--- config.mk ---
export PLATFORM = sky130hd
export DESIGN_NAME = histogram_with_cumulative_percent
export DESIGN_NICKNAME = d
export VERILOG_FILES = /design/src/hdl/hwcp_pkg.sv /design/src/hdl/hwcp_alu.sv /design/src/hdl/hwcp_store.sv /design/src/hdl/histogram_with_cumulative_percent.sv
export SDC_FILE = /design/constraint.sdc
export NUM_CORES = 2
export LEC_CHECK = 0
export BUFFER_PORTS_ARGS = -buffer_cell sky130_fd_sc_hd__buf_2
export CAP_MARGIN = 20
export CORE_MARGIN = 8
export CORE_UTILIZATION = 35
export CTS_BUF_LIST = sky130_fd_sc_hd__clkbuf_2 sky130_fd_sc_hd__clkbuf_4 sky130_fd_sc_hd__clkbuf_8
export DETAILED_ROUTE_END_ITERATION = 8
export PLACE_DENSITY = 0.56
export RECOVER_POWER = 100
export SLEW_MARGIN = 25
export SYNTH_ARGS = -nofsm -noshare
export SYNTH_HDL_FRONTEND = slang
export SYNTH_SLANG_ARGS = --single-unit
--- constraint.sdc ---
create_clock -name clock -period 9 [get_ports clock]
set_input_delay 1.8 -clock clock [delete_from_list [all_inputs] [get_ports clock]]
set_output_delay 1.8 -clock clock [all_outputs]
set_load 0.02 [all_outputs]
--- src/hdl/hwcp_pkg.sv ---
// Shared types, codes and defaults of the histogram with cumulative percent.
`default_nettype none

package hwcp_pkg;

   localparam int MAX_BINS_DEF   = 16;
   localparam int COUNT_BITS_DEF = 32;
   localparam int ALU_W_DEF      = 44;

   // Action codes of an input transaction.
   localparam logic [1:0] ACT_ADD   = 2'd0;
   localparam logic [1:0] ACT_QUERY = 2'd1;
   localparam logic [1:0] ACT_CLEAR = 2'd2;

   // Configuration register indexes (byte address is four times the index).
   localparam logic [1:0] REG_MIN   = 2'd0;
   localparam logic [1:0] REG_SIZE  = 2'd1;
   localparam logic [1:0] REG_NBINS = 2'd2;

   localparam int CSR_ADDR_W = 4;

   localparam logic [31:0] MIN_RST   = 32'd0;
   localparam logic [30:0] SIZE_RST  = 31'd65536;
   localparam logic [4:0]  NBINS_RST = 5'd16;

   localparam logic [6:0] PCT_FULL = 7'd100;

   typedef struct packed {
      logic [1:0]         action;
      logic signed [31:0] sample;
      logic [3:0]         bin_index;
   } req_type;

   typedef struct packed {
      logic [3:0]         hit_bin;
      logic [6:0]         percent;
      logic signed [31:0] edge_value;
   } rsp_type;

   typedef struct packed {
      logic wr_en;
      logic clr;
   } store_ctl_type;

endpackage

`default_nettype wire

--- src/hdl/hwcp_alu.sv ---
// Shared adder and subtractor used by the sum, scaling, division and edge steps of the sequencer.
`default_nettype none

module hwcp_alu #(
   parameter int WIDTH = hwcp_pkg::ALU_W_DEF
) (
   input  logic [WIDTH-1:0] a,
   input  logic [WIDTH-1:0] b,
   input  logic             sub,
   output logic [WIDTH-1:0] res,
   output logic             neg
);

   assign res = a + (sub ? ~b : b) + WIDTH'(sub);
   assign neg = res[WIDTH-1];

endmodule

`default_nettype wire

--- src/hdl/hwcp_store.sv ---
// Bin count memory with per-entry valid bits, so reset and clear take effect at once.
`default_nettype none

module hwcp_store #(
   parameter int MAX_BINS   = hwcp_pkg::MAX_BINS_DEF,
   parameter int COUNT_BITS = hwcp_pkg::COUNT_BITS_DEF,
   localparam int BIN_W     = $clog2(MAX_BINS)
) (
   input  logic                    clock,
   input  logic                    reset,
   input  hwcp_pkg::store_ctl_type ctl,
   input  logic [BIN_W-1:0]        rd_addr,
   output logic [COUNT_BITS-1:0]   rd_data,
   input  logic [BIN_W-1:0]        wr_addr,
   input  logic [COUNT_BITS-1:0]   wr_data
);

   logic [COUNT_BITS-1:0] mem_ff [MAX_BINS];
   logic [MAX_BINS-1:0]   valid_ff;
   logic [COUNT_BITS-1:0] rd_q_ff;
   logic                  rd_vld_ff;

   always_ff @(posedge clock) begin
      if (ctl.wr_en) begin
         mem_ff[wr_addr] <= wr_data;
      end
      rd_q_ff <= mem_ff[rd_addr];
   end

   always_ff @(posedge clock) begin
      if (reset || ctl.clr) begin
         valid_ff  <= '0;
         rd_vld_ff <= 1'b0;
      end else begin
         if (ctl.wr_en) begin
            valid_ff[wr_addr] <= 1'b1;
         end
         rd_vld_ff <= valid_ff[rd_addr];
      end
   end

   // An entry never written since the last clear reads as zero.
   assign rd_data = rd_vld_ff ? rd_q_ff : '0;

endmodule

`default_nettype wire

--- src/hdl/histogram_with_cumulative_percent.sv ---
// Top level: configuration registers, sequencer and datapath of the histogram.
`default_nettype none

// Histogram of signed Q16.16 samples with underflow and overflow bins. A transaction is
// accepted when start is high and busy is low; busy then stays high while the sequencer
// works, and the result appears on rsp_data with rsp_valid high for exactly one cycle, in
// the first cycle that busy is low again. The receiver cannot stall, so it must take every
// result when it is offered. Sums, scaling, division and edge arithmetic run through one
// shared add/subtract unit. A clear or an unused action never raises busy, and its result
// follows in the cycle after it is accepted. An add subtracts the minimum, then subtracts the
// bin size repeatedly to find the bin (at most the number of bins in use minus two
// subtractions), then reads and writes back the count; a sample below the minimum skips the
// division. A query accumulates the counts from the memory up to the index, scales the sum
// by 100, divides by the total with a restoring divide, and forms the bin edge. Counts come
// back to zero immediately after reset; there is no clearing pass.
module histogram_with_cumulative_percent #(
   parameter int MAX_BINS   = hwcp_pkg::MAX_BINS_DEF,
   parameter int COUNT_BITS = hwcp_pkg::COUNT_BITS_DEF
) (
   input  logic                            clock,
   input  logic                            reset,
   input  logic                            start,
   output logic                            busy,
   input  hwcp_pkg::req_type               req_data,
   output logic                            rsp_valid,
   output hwcp_pkg::rsp_type               rsp_data,
   input  logic                            csr_psel,
   input  logic                            csr_penable,
   input  logic                            csr_pwrite,
   input  logic [hwcp_pkg::CSR_ADDR_W-1:0] csr_paddr,
   input  logic [31:0]                     csr_pwdata,
   output logic [31:0]                     csr_prdata,
   output logic                            csr_pready
);

   localparam int BIN_W = $clog2(MAX_BINS);
   localparam int NB_W  = BIN_W + 1;
   localparam int ALU_A = COUNT_BITS + BIN_W + 8;
   localparam int ALU_B = BIN_W + 33;
   localparam int ALU_W = (ALU_A > ALU_B) ? ALU_A : ALU_B;

   localparam logic [3:0] S_IDLE     = 4'd0;
   localparam logic [3:0] S_ADD_DIFF = 4'd1;
   localparam logic [3:0] S_ADD_DIV  = 4'd2;
   localparam logic [3:0] S_INC_RD   = 4'd3;
   localparam logic [3:0] S_INC_WR   = 4'd4;
   localparam logic [3:0] S_Q_SUM    = 4'd5;
   localparam logic [3:0] S_Q_MUL1   = 4'd6;
   localparam logic [3:0] S_Q_MUL2   = 4'd7;
   localparam logic [3:0] S_Q_DIV    = 4'd8;
   localparam logic [3:0] S_E_MUL    = 4'd9;
   localparam logic [3:0] S_E_ADD    = 4'd10;

   localparam logic [2:0] DIV_TOP = 3'd7;

   // Configuration registers.
   logic [31:0] min_ff;
   logic [30:0] size_ff;
   logic [4:0]  nbins_ff;
   logic        csr_wr;
   logic [1:0]  csr_idx;

   assign csr_pready = 1'b1;
   assign csr_wr     = csr_psel && csr_penable && csr_pwrite;
   assign csr_idx    = csr_paddr[3:2];

   always_ff @(posedge clock) begin
      if (reset) begin
         min_ff   <= hwcp_pkg::MIN_RST;
         size_ff  <= hwcp_pkg::SIZE_RST;
         nbins_ff <= hwcp_pkg::NBINS_RST;
      end else if (csr_wr) begin
         unique case (csr_idx)
            hwcp_pkg::REG_MIN:   min_ff   <= csr_pwdata;
            hwcp_pkg::REG_SIZE:  size_ff  <= csr_pwdata[30:0];
            hwcp_pkg::REG_NBINS: nbins_ff <= csr_pwdata[4:0];
            default: ;
         endcase
      end
   end

   always_comb begin
      unique case (csr_idx)
         hwcp_pkg::REG_MIN:   csr_prdata = min_ff;
         hwcp_pkg::REG_SIZE:  csr_prdata = {1'b0, size_ff};
         hwcp_pkg::REG_NBINS: csr_prdata = {27'd0, nbins_ff};
         default:             csr_prdata = '0;
      endcase
   end

   // Effective bin count and bin size.
   logic [NB_W-1:0]  n_use;
   logic [BIN_W-1:0] n_m1;
   logic [BIN_W-1:0] n_m2;
   logic [30:0]      size_use;
   logic [BIN_W-1:0] idx_clamp;

   always_comb begin
      if (nbins_ff < 5'd2) begin
         n_use = NB_W'(2);
      end else if (32'(nbins_ff) > 32'(MAX_BINS)) begin
         n_use = NB_W'(MAX_BINS);
      end else begin
         n_use = NB_W'(nbins_ff);
      end
      n_m1     = BIN_W'(n_use - NB_W'(1));
      n_m2     = BIN_W'(n_use - NB_W'(2));
      size_use = (size_ff == '0) ? 31'd1 : size_ff;
      if (32'(req_data.bin_index) > 32'(n_m1)) begin
         idx_clamp = n_m1;
      end else begin
         idx_clamp = BIN_W'(req_data.bin_index);
      end
   end

   // Sequencer and datapath registers.
   logic [3:0]            state_ff, state_in;
   logic [31:0]           sample_ff, sample_in;
   logic [BIN_W-1:0]      idx_ff, idx_in;
   logic [BIN_W-1:0]      hit_ff, hit_in;
   logic [BIN_W-1:0]      cnt_ff, cnt_in;
   logic [BIN_W-1:0]      esh_ff, esh_in;
   logic                  pend_ff, pend_in;
   logic                  last_ff, last_in;
   logic [ALU_W-1:0]      acc_ff, acc_in;
   logic [ALU_W-1:0]      rem_ff, rem_in;
   logic [ALU_W-1:0]      dv_ff, dv_in;
   logic [2:0]            k_ff, k_in;
   logic [6:0]            q_ff, q_in;
   logic [6:0]            pct_ff, pct_in;
   logic [COUNT_BITS-1:0] total_ff, total_in;
   logic                  rsp_valid_ff, rsp_valid_in;
   hwcp_pkg::rsp_type     rsp_ff, rsp_in;

   // Shared unit and store connections.
   logic [ALU_W-1:0]        alu_a;
   logic [ALU_W-1:0]        alu_b;
   logic                    alu_sub;
   logic [ALU_W-1:0]        alu_res;
   logic                    alu_neg;
   hwcp_pkg::store_ctl_type st_ctl;
   logic [BIN_W-1:0]        rd_addr;
   logic [COUNT_BITS-1:0]   rd_data;
   logic [COUNT_BITS-1:0]   wr_data;

   logic [ALU_W-1:0]  min_ext;
   logic [ALU_W-1:0]  sample_ext;
   logic [6:0]        q_next;
   logic [ALU_W-32:0] edge_top;
   logic [31:0]       edge_sat;

   assign min_ext    = {{(ALU_W-32){min_ff[31]}}, min_ff};
   assign sample_ext = {{(ALU_W-32){sample_ff[31]}}, sample_ff};
   assign q_next     = {q_ff[5:0], ~alu_neg};
   assign edge_top   = alu_res[ALU_W-1:31];

   always_comb begin
      if ((edge_top == '0) || (edge_top == '1)) begin
         edge_sat = alu_res[31:0];
      end else if (alu_res[ALU_W-1]) begin
         edge_sat = 32'h8000_0000;
      end else begin
         edge_sat = 32'h7FFF_FFFF;
      end
   end

   hwcp_alu #(
      .WIDTH (ALU_W)
   ) u_alu (
      .a   (alu_a),
      .b   (alu_b),
      .sub (alu_sub),
      .res (alu_res),
      .neg (alu_neg)
   );

   hwcp_store #(
      .MAX_BINS   (MAX_BINS),
      .COUNT_BITS (COUNT_BITS)
   ) u_store (
      .clock   (clock),
      .reset   (reset),
      .ctl     (st_ctl),
      .rd_addr (rd_addr),
      .rd_data (rd_data),
      .wr_addr (hit_ff),
      .wr_data (wr_data)
   );

   assign wr_data = (rd_data == '1) ? rd_data : rd_data + COUNT_BITS'(1);

   always_comb begin
      state_in     = state_ff;
      sample_in    = sample_ff;
      idx_in       = idx_ff;
      hit_in       = hit_ff;
      cnt_in       = cnt_ff;
      esh_in       = esh_ff;
      pend_in      = pend_ff;
      last_in      = last_ff;
      acc_in       = acc_ff;
      rem_in       = rem_ff;
      dv_in        = dv_ff;
      k_in         = k_ff;
      q_in         = q_ff;
      pct_in       = pct_ff;
      total_in     = total_ff;
      rsp_valid_in = 1'b0;
      rsp_in       = rsp_ff;
      alu_a        = acc_ff;
      alu_b        = '0;
      alu_sub      = 1'b0;
      st_ctl       = '0;
      rd_addr      = cnt_ff;

      unique case (state_ff)
         S_IDLE: begin
            if (start) begin
               sample_in = req_data.sample;
               idx_in    = idx_clamp;
               acc_in    = '0;
               cnt_in    = '0;
               pend_in   = 1'b0;
               last_in   = 1'b0;
               unique case (req_data.action)
                  hwcp_pkg::ACT_ADD: begin
                     state_in = S_ADD_DIFF;
                  end
                  hwcp_pkg::ACT_QUERY: begin
                     state_in = S_Q_SUM;
                  end
                  hwcp_pkg::ACT_CLEAR: begin
                     st_ctl.clr   = 1'b1;
                     total_in     = '0;
                     rsp_in       = '0;
                     rsp_valid_in = 1'b1;
                  end
                  default: begin
                     rsp_in       = '0;
                     rsp_valid_in = 1'b1;
                  end
               endcase
            end
         end

         S_ADD_DIFF: begin
            alu_a   = sample_ext;
            alu_b   = min_ext;
            alu_sub = 1'b1;
            rem_in  = alu_res;
            if (alu_neg) begin
               hit_in   = '0;
               state_in = S_INC_RD;
            end else begin
               cnt_in   = '0;
               state_in = S_ADD_DIV;
            end
         end

         // Repeated subtraction of the bin size; the count of successful
         // subtractions plus one is the regular bin, capped by the overflow bin.
         S_ADD_DIV: begin
            alu_a   = rem_ff;
            alu_b   = ALU_W'(size_use);
            alu_sub = 1'b1;
            if (cnt_ff == n_m2) begin
               hit_in   = n_m1;
               state_in = S_INC_RD;
            end else if (alu_neg) begin
               hit_in   = cnt_ff + BIN_W'(1);
               state_in = S_INC_RD;
            end else begin
               rem_in = alu_res;
               cnt_in = cnt_ff + BIN_W'(1);
            end
         end

         S_INC_RD: begin
            rd_addr  = hit_ff;
            state_in = S_INC_WR;
         end

         S_INC_WR: begin
            st_ctl.wr_en = 1'b1;
            total_in     = (total_ff == '1) ? total_ff : total_ff + COUNT_BITS'(1);
            rsp_in.hit_bin    = 4'(hit_ff);
            rsp_in.percent    = '0;
            rsp_in.edge_value = '0;
            rsp_valid_in      = 1'b1;
            state_in          = S_IDLE;
         end

         // One memory read issued per cycle; the data of the previous read
         // is added in the same cycle.
         S_Q_SUM: begin
            rd_addr = cnt_ff;
            alu_b   = ALU_W'(rd_data);
            if (pend_ff) begin
               acc_in = alu_res;
            end
            pend_in = !last_ff;
            if (!last_ff) begin
               if (cnt_ff == idx_ff) begin
                  last_in = 1'b1;
               end else begin
                  cnt_in = cnt_ff + BIN_W'(1);
               end
            end
            if (last_ff && pend_ff) begin
               state_in = S_Q_MUL1;
            end
         end

         // Scale the sum by 100 as 64 + 32 + 4 over two additions.
         S_Q_MUL1: begin
            alu_a    = acc_ff << 6;
            alu_b    = acc_ff << 5;
            rem_in   = alu_res;
            state_in = S_Q_MUL2;
         end

         S_Q_MUL2: begin
            alu_a    = rem_ff;
            alu_b    = acc_ff << 2;
            rem_in   = alu_res;
            dv_in    = ALU_W'(total_ff) << 7;
            k_in     = DIV_TOP;
            q_in     = '0;
            state_in = S_Q_DIV;
         end

         // Restoring division; a quotient of 128 or more saturates at once.
         S_Q_DIV: begin
            alu_a   = rem_ff;
            alu_b   = dv_ff;
            alu_sub = 1'b1;
            if (total_ff == '0) begin
               pct_in   = '0;
               acc_in   = '0;
               cnt_in   = '0;
               esh_in   = idx_ff;
               state_in = S_E_MUL;
            end else if (k_ff == DIV_TOP) begin
               if (!alu_neg) begin
                  pct_in   = hwcp_pkg::PCT_FULL;
                  acc_in   = '0;
                  cnt_in   = '0;
                  esh_in   = idx_ff;
                  state_in = S_E_MUL;
               end else begin
                  dv_in = dv_ff >> 1;
                  k_in  = k_ff - 3'd1;
               end
            end else begin
               if (!alu_neg) begin
                  rem_in = alu_res;
               end
               if (k_ff == 3'd0) begin
                  pct_in   = (q_next > hwcp_pkg::PCT_FULL) ? hwcp_pkg::PCT_FULL : q_next;
                  acc_in   = '0;
                  cnt_in   = '0;
                  esh_in   = idx_ff;
                  state_in = S_E_MUL;
               end else begin
                  q_in  = q_next;
                  dv_in = dv_ff >> 1;
                  k_in  = k_ff - 3'd1;
               end
            end
         end

         // Shift-and-add product of index and bin size, most significant bit first.
         S_E_MUL: begin
            alu_a  = acc_ff << 1;
            alu_b  = esh_ff[BIN_W-1] ? ALU_W'(size_use) : '0;
            acc_in = alu_res;
            esh_in = esh_ff << 1;
            if (cnt_ff == BIN_W'(BIN_W - 1)) begin
               state_in = S_E_ADD;
            end else begin
               cnt_in = cnt_ff + BIN_W'(1);
            end
         end

         S_E_ADD: begin
            alu_a             = acc_ff;
            alu_b             = min_ext;
            rsp_in.hit_bin    = '0;
            rsp_in.percent    = pct_ff;
            rsp_in.edge_value = edge_sat;
            rsp_valid_in      = 1'b1;
            state_in          = S_IDLE;
         end

         default: begin
            state_in = S_IDLE;
         end
      endcase
   end

   always_ff @(posedge clock) begin
      if (reset) begin
         state_ff     <= S_IDLE;
         total_ff     <= '0;
         rsp_valid_ff <= 1'b0;
         pend_ff      <= 1'b0;
         last_ff      <= 1'b0;
      end else begin
         state_ff     <= state_in;
         total_ff     <= total_in;
         rsp_valid_ff <= rsp_valid_in;
         pend_ff      <= pend_in;
         last_ff      <= last_in;
      end
   end

   always_ff @(posedge clock) begin
      sample_ff <= sample_in;
      idx_ff    <= idx_in;
      hit_ff    <= hit_in;
      cnt_ff    <= cnt_in;
      esh_ff    <= esh_in;
      acc_ff    <= acc_in;
      rem_ff    <= rem_in;
      dv_ff     <= dv_in;
      k_ff      <= k_in;
      q_ff      <= q_in;
      pct_ff    <= pct_in;
      rsp_ff    <= rsp_in;
   end

   assign busy      = (state_ff != S_IDLE);
   assign rsp_valid = rsp_valid_ff;
   assign rsp_data  = rsp_ff;

endmodule

`default_nettype wire
==> results.sh <==
export IMPL_outcome="finished, violations left"
export IMPL_violations="capacitance limit, slew limit"
export IMPL_ys_seq_elements=902
export IMPL_synth_cell_types=82
export IMPL_die_w_microns=359
export IMPL_first_pass_iters=8
export IMPL_setup_slack_ps=1130
export IMPL_drive_gt1_share_pct=15.5
export IMPL_syn_inst=3262
export IMPL_period_share_pct=87.4
export IMPL_clk_path_buf_depth=3
export IMPL_critPathMaxStageDelay_ps=810
export IMPL_place_gp_congestion=0.949
export IMPL_final_antenna_net_count=0
export IMPL_power_density_nw_per_um2=371
export IMPL_post_cts_resized=0
export IMPL_min_period_ps=7870
export IMPL_first_iter_violations=3136
export IMPL_viasPerCell=5.57
export IMPL_postLayoutCellArea_sq_um=46700
export IMPL_yosys_area_top_type="edfxtp_1"
export IMPL_start_util_pct=35.4
export IMPL_reg2reg_from="state_ff[2]"
export IMPL_grt_pass1_vias=28100
export IMPL_end_kind="register"
export IMPL_whs_ps=467
export IMPL_avgRoutedWirePerCell_microns=25.5
export IMPL_syn_area_sq_um=41100
export IMPL_grt_max_degree=133
export IMPL_grt_use_total_pct=19.5
export IMPL_min_from="u_store.valid_ff[4]"
export IMPL_htreeDepth=4
export IMPL_overflow=0
export IMPL_cts_tree="yes"
export IMPL_ioPinCount=158
export IMPL_setup_viol=0
export IMPL_crit_buf_inv=2
export IMPL_postCtsSetupBuffers=0
export IMPL_path_delay_family="compound AO/OA/AOI/OAI gates"
export IMPL_syn_to_final_growth_pct=13.5
export IMPL_root_buffer="clkbuf_8"
export IMPL_ys_warnings_count=0
export IMPL_critPathMaxFanout=31
export IMPL_tightest_slew_ps=3620
export IMPL_cts_clk_slew_worst_paths_ps=60
export IMPL_grt_pass1_wl_microns=189000
export IMPL_synthTopCellsByArea="edfxtp_1 (54%), dfxtp_1 (7.6%), mux4_2 (7.2%)"
export IMPL_drv_cap=28
export IMPL_startpoint="state_ff[2]"
export IMPL_hold_viol_final=0
export IMPL_fin_util_pct=40.1
export IMPL_synth_edf_count=746
export IMPL_setup_tns_ps=0
export IMPL_numCtsBuffers=149
export IMPL_dieArea_sq_um=129000
export IMPL_ctsHoldBuffers=0
export IMPL_cp_required_ps=9650
export IMPL_critical_path_arrival_ps=8510
export IMPL_rsz0062_at_grt="false"
export IMPL_mappedNetlistNets=3399
export IMPL_synth_ff_type="edfxtp_1"
export IMPL_syn_area_per_cell_sq_um=12.6
export IMPL_ir_drop_mv=0.330
export IMPL_p_leak_nw=15.8
export IMPL_insertion_delay_ps=860
export IMPL_cp_cell_sequence="clkbuf_1, nand2_1, nor2_4, clkbuf_1, a221o_1, a221oi_1, xnor2_1, ha_1, a21oi_1, o21ai_0, a21oi_1, o21ai_0, a2111oi_4, a211oi_1, a311oi_2, nand3_1, or4_1, mux2_2, o31ai_1"
export IMPL_core_sq_um=116000
export IMPL_critPathKind="reg -> reg"
export IMPL_dpl_hpwl_microns=85900
export IMPL_vias=28400
export IMPL_clock_sinks=902
export IMPL_fin_nets=3583
export IMPL_io_buffers=154
export IMPL_hp_class="reg -> reg"
export IMPL_synthDominantCellAreaShare_pct=54.4
export IMPL_drv_slew=809
export IMPL_fin_skew_ps=50.5
export IMPL_ys_async_sr_fraction_pct=0
export IMPL_ys_seq_area_share_pct=62.0
export IMPL_die_y_microns=359
export IMPL_worstSetupStartpointType="register"
export IMPL_rows=125
export IMPL_max_freq_mhz=127
export IMPL_max_slew_margin_pct=-141
export IMPL_dpl_worst_slack_ps=1970
export IMPL_route_detailed_drc=0
export IMPL_crit_slowest_cell="clkbuf_1"
export IMPL_postPlaceCellArea_sq_um=44000
export IMPL_routed_wl_microns=130000
export IMPL_grt_antenna_before_repair=11
==> worst min-delay path, cell delays in order (launching register included) <==
cell     delay (ps)
dfxtp_1         320
nor2_1           50
nor2_1           70
==> stage by stage <==
stage                     instances  power [mW]
final                          5104        17.3
after detailed placement       4819        13.6
after global routing           5098        18.2
after global placement         4819        13.6
after CTS                      5096        17.4
after floorplan                3262        10.9
==> layer usage <==
| layer | global-route usage [%] | up-vias | part of all wire, % |
|---|---|---|---|
| met1 | 26.5 | 14200 | 43 |
| met2 | 30.6 | 1232 | 46 |
| met5 | 0 | - | 0.020 |
| met3 | 4.51 | 202 | 8.5 |
| met4 | 6.71 | 4 | 2.9 |
| li1 | - | 12800 | - |
==> cell usage in the layout, fill, tap and decap left out, types with 60 or more instances in the layout <==
master,Yosys,layout
a21oi_1,173,173
and2_0,0,60
buf_2,10,75
clkbuf_1,152,115
clkbuf_4,0,68
clkbuf_8,0,167
dfxtp_1,156,156
edfxtp_1,746,746
mux4_2,132,132
nand2_1,517,516
nand3_1,104,104
nor2_1,231,225
o21ai_0,74,84
xnor2_1,84,84
==> sequential cells by signal (all words and copies together) (netlist names), 5 cells and up <==
| signal | count |
|---|---|
| sample_ff | 32 |
| nbins_ff | 5 |
| rem_ff | 44 |
| rsp_data | 43 |
| u_store.mem_ff | 512 |
| u_store.valid_ff | 16 |
| pct_ff | 7 |
| size_ff | 31 |
| q_ff | 6 |
| acc_ff | 44 |
| total_ff | 32 |
| dv_ff | 39 |
| min_ff | 32 |
| u_store.rd_q_ff | 32 |
==> cell usage after synthesis, types with 10 or more instances <==
library cell and instances:
nor4_1 29, mux2i_1 44, a21o_1 14, dfxtp_1 156, and3_1 17, a21oi_1 173
xor2_1 57, a211oi_1 47, and2_1 102, ha_1 56, edfxtp_1 746, nor3_1 33
buf_1 29, nor2b_1 13, mux4_2 132, buf_2 10, inv_1 47, nand2b_1 21
nand2_1 517, o21ai_0 74, or3_1 20, o21ai_1 26, nand4_1 36, a22oi_1 13
a31oi_1 42, a221oi_1 14, a221o_1 30, a222oi_1 48, o21bai_1 14, o31ai_1 10
nand3_1 104, xnor2_1 84, nor2_1 231, clkbuf_1 152
==> final timing paths <==
kind              slack, ps  cells after the start                   to
setup / recovery       1130                     19         rsp_data[11]
hold / removal          470                      2  u_store.valid_ff[4]
setup reg to reg       1130                     19         rsp_data[11]
hold reg to reg         470                      2  u_store.valid_ff[4]
==> logic make-up (layout without fill, tap and decap cells) <==
logic type | after synthesis | count (layout) | synth area share, %
AOI/OAI and AO/OA | 565 | 565 | 9.30
other | 1 | 9 | 0.00911
muxes | 183 | 183 | 8.49
DFF | 902 | 902 | 62.0
xor gates and xnor gates | 141 | 141 | 3.00
buffers and inverters | 241 | 551 | 2.26
and+or+nand+nor | 1172 | 1172 | 13.2
adders and majority gates | 57 | 57 | 1.75
==> power breakdown <==
part           internal (mW)  switching, mW  total, mW
clock network           2.07           1.72       3.78
registers               5.47          0.626       6.09
logic                   2.53           4.94       7.47
==> area by class of cell <==
class / count / area [sq um]
Fill cell: 11200 / 69700
Multi-Input combinational cell: 2119 / 14800
Clock buffer: 235 / 2810
Clock inverter: 42 / 355
Timing Repair Buffer: 226 / 1080
Tap cell: 1524 / 1910
Antenna cell: 8 / 20.0
Sequential cell: 902 / 25500
Inverter: 48 / 180
Power figures use the tool's default switching activity.
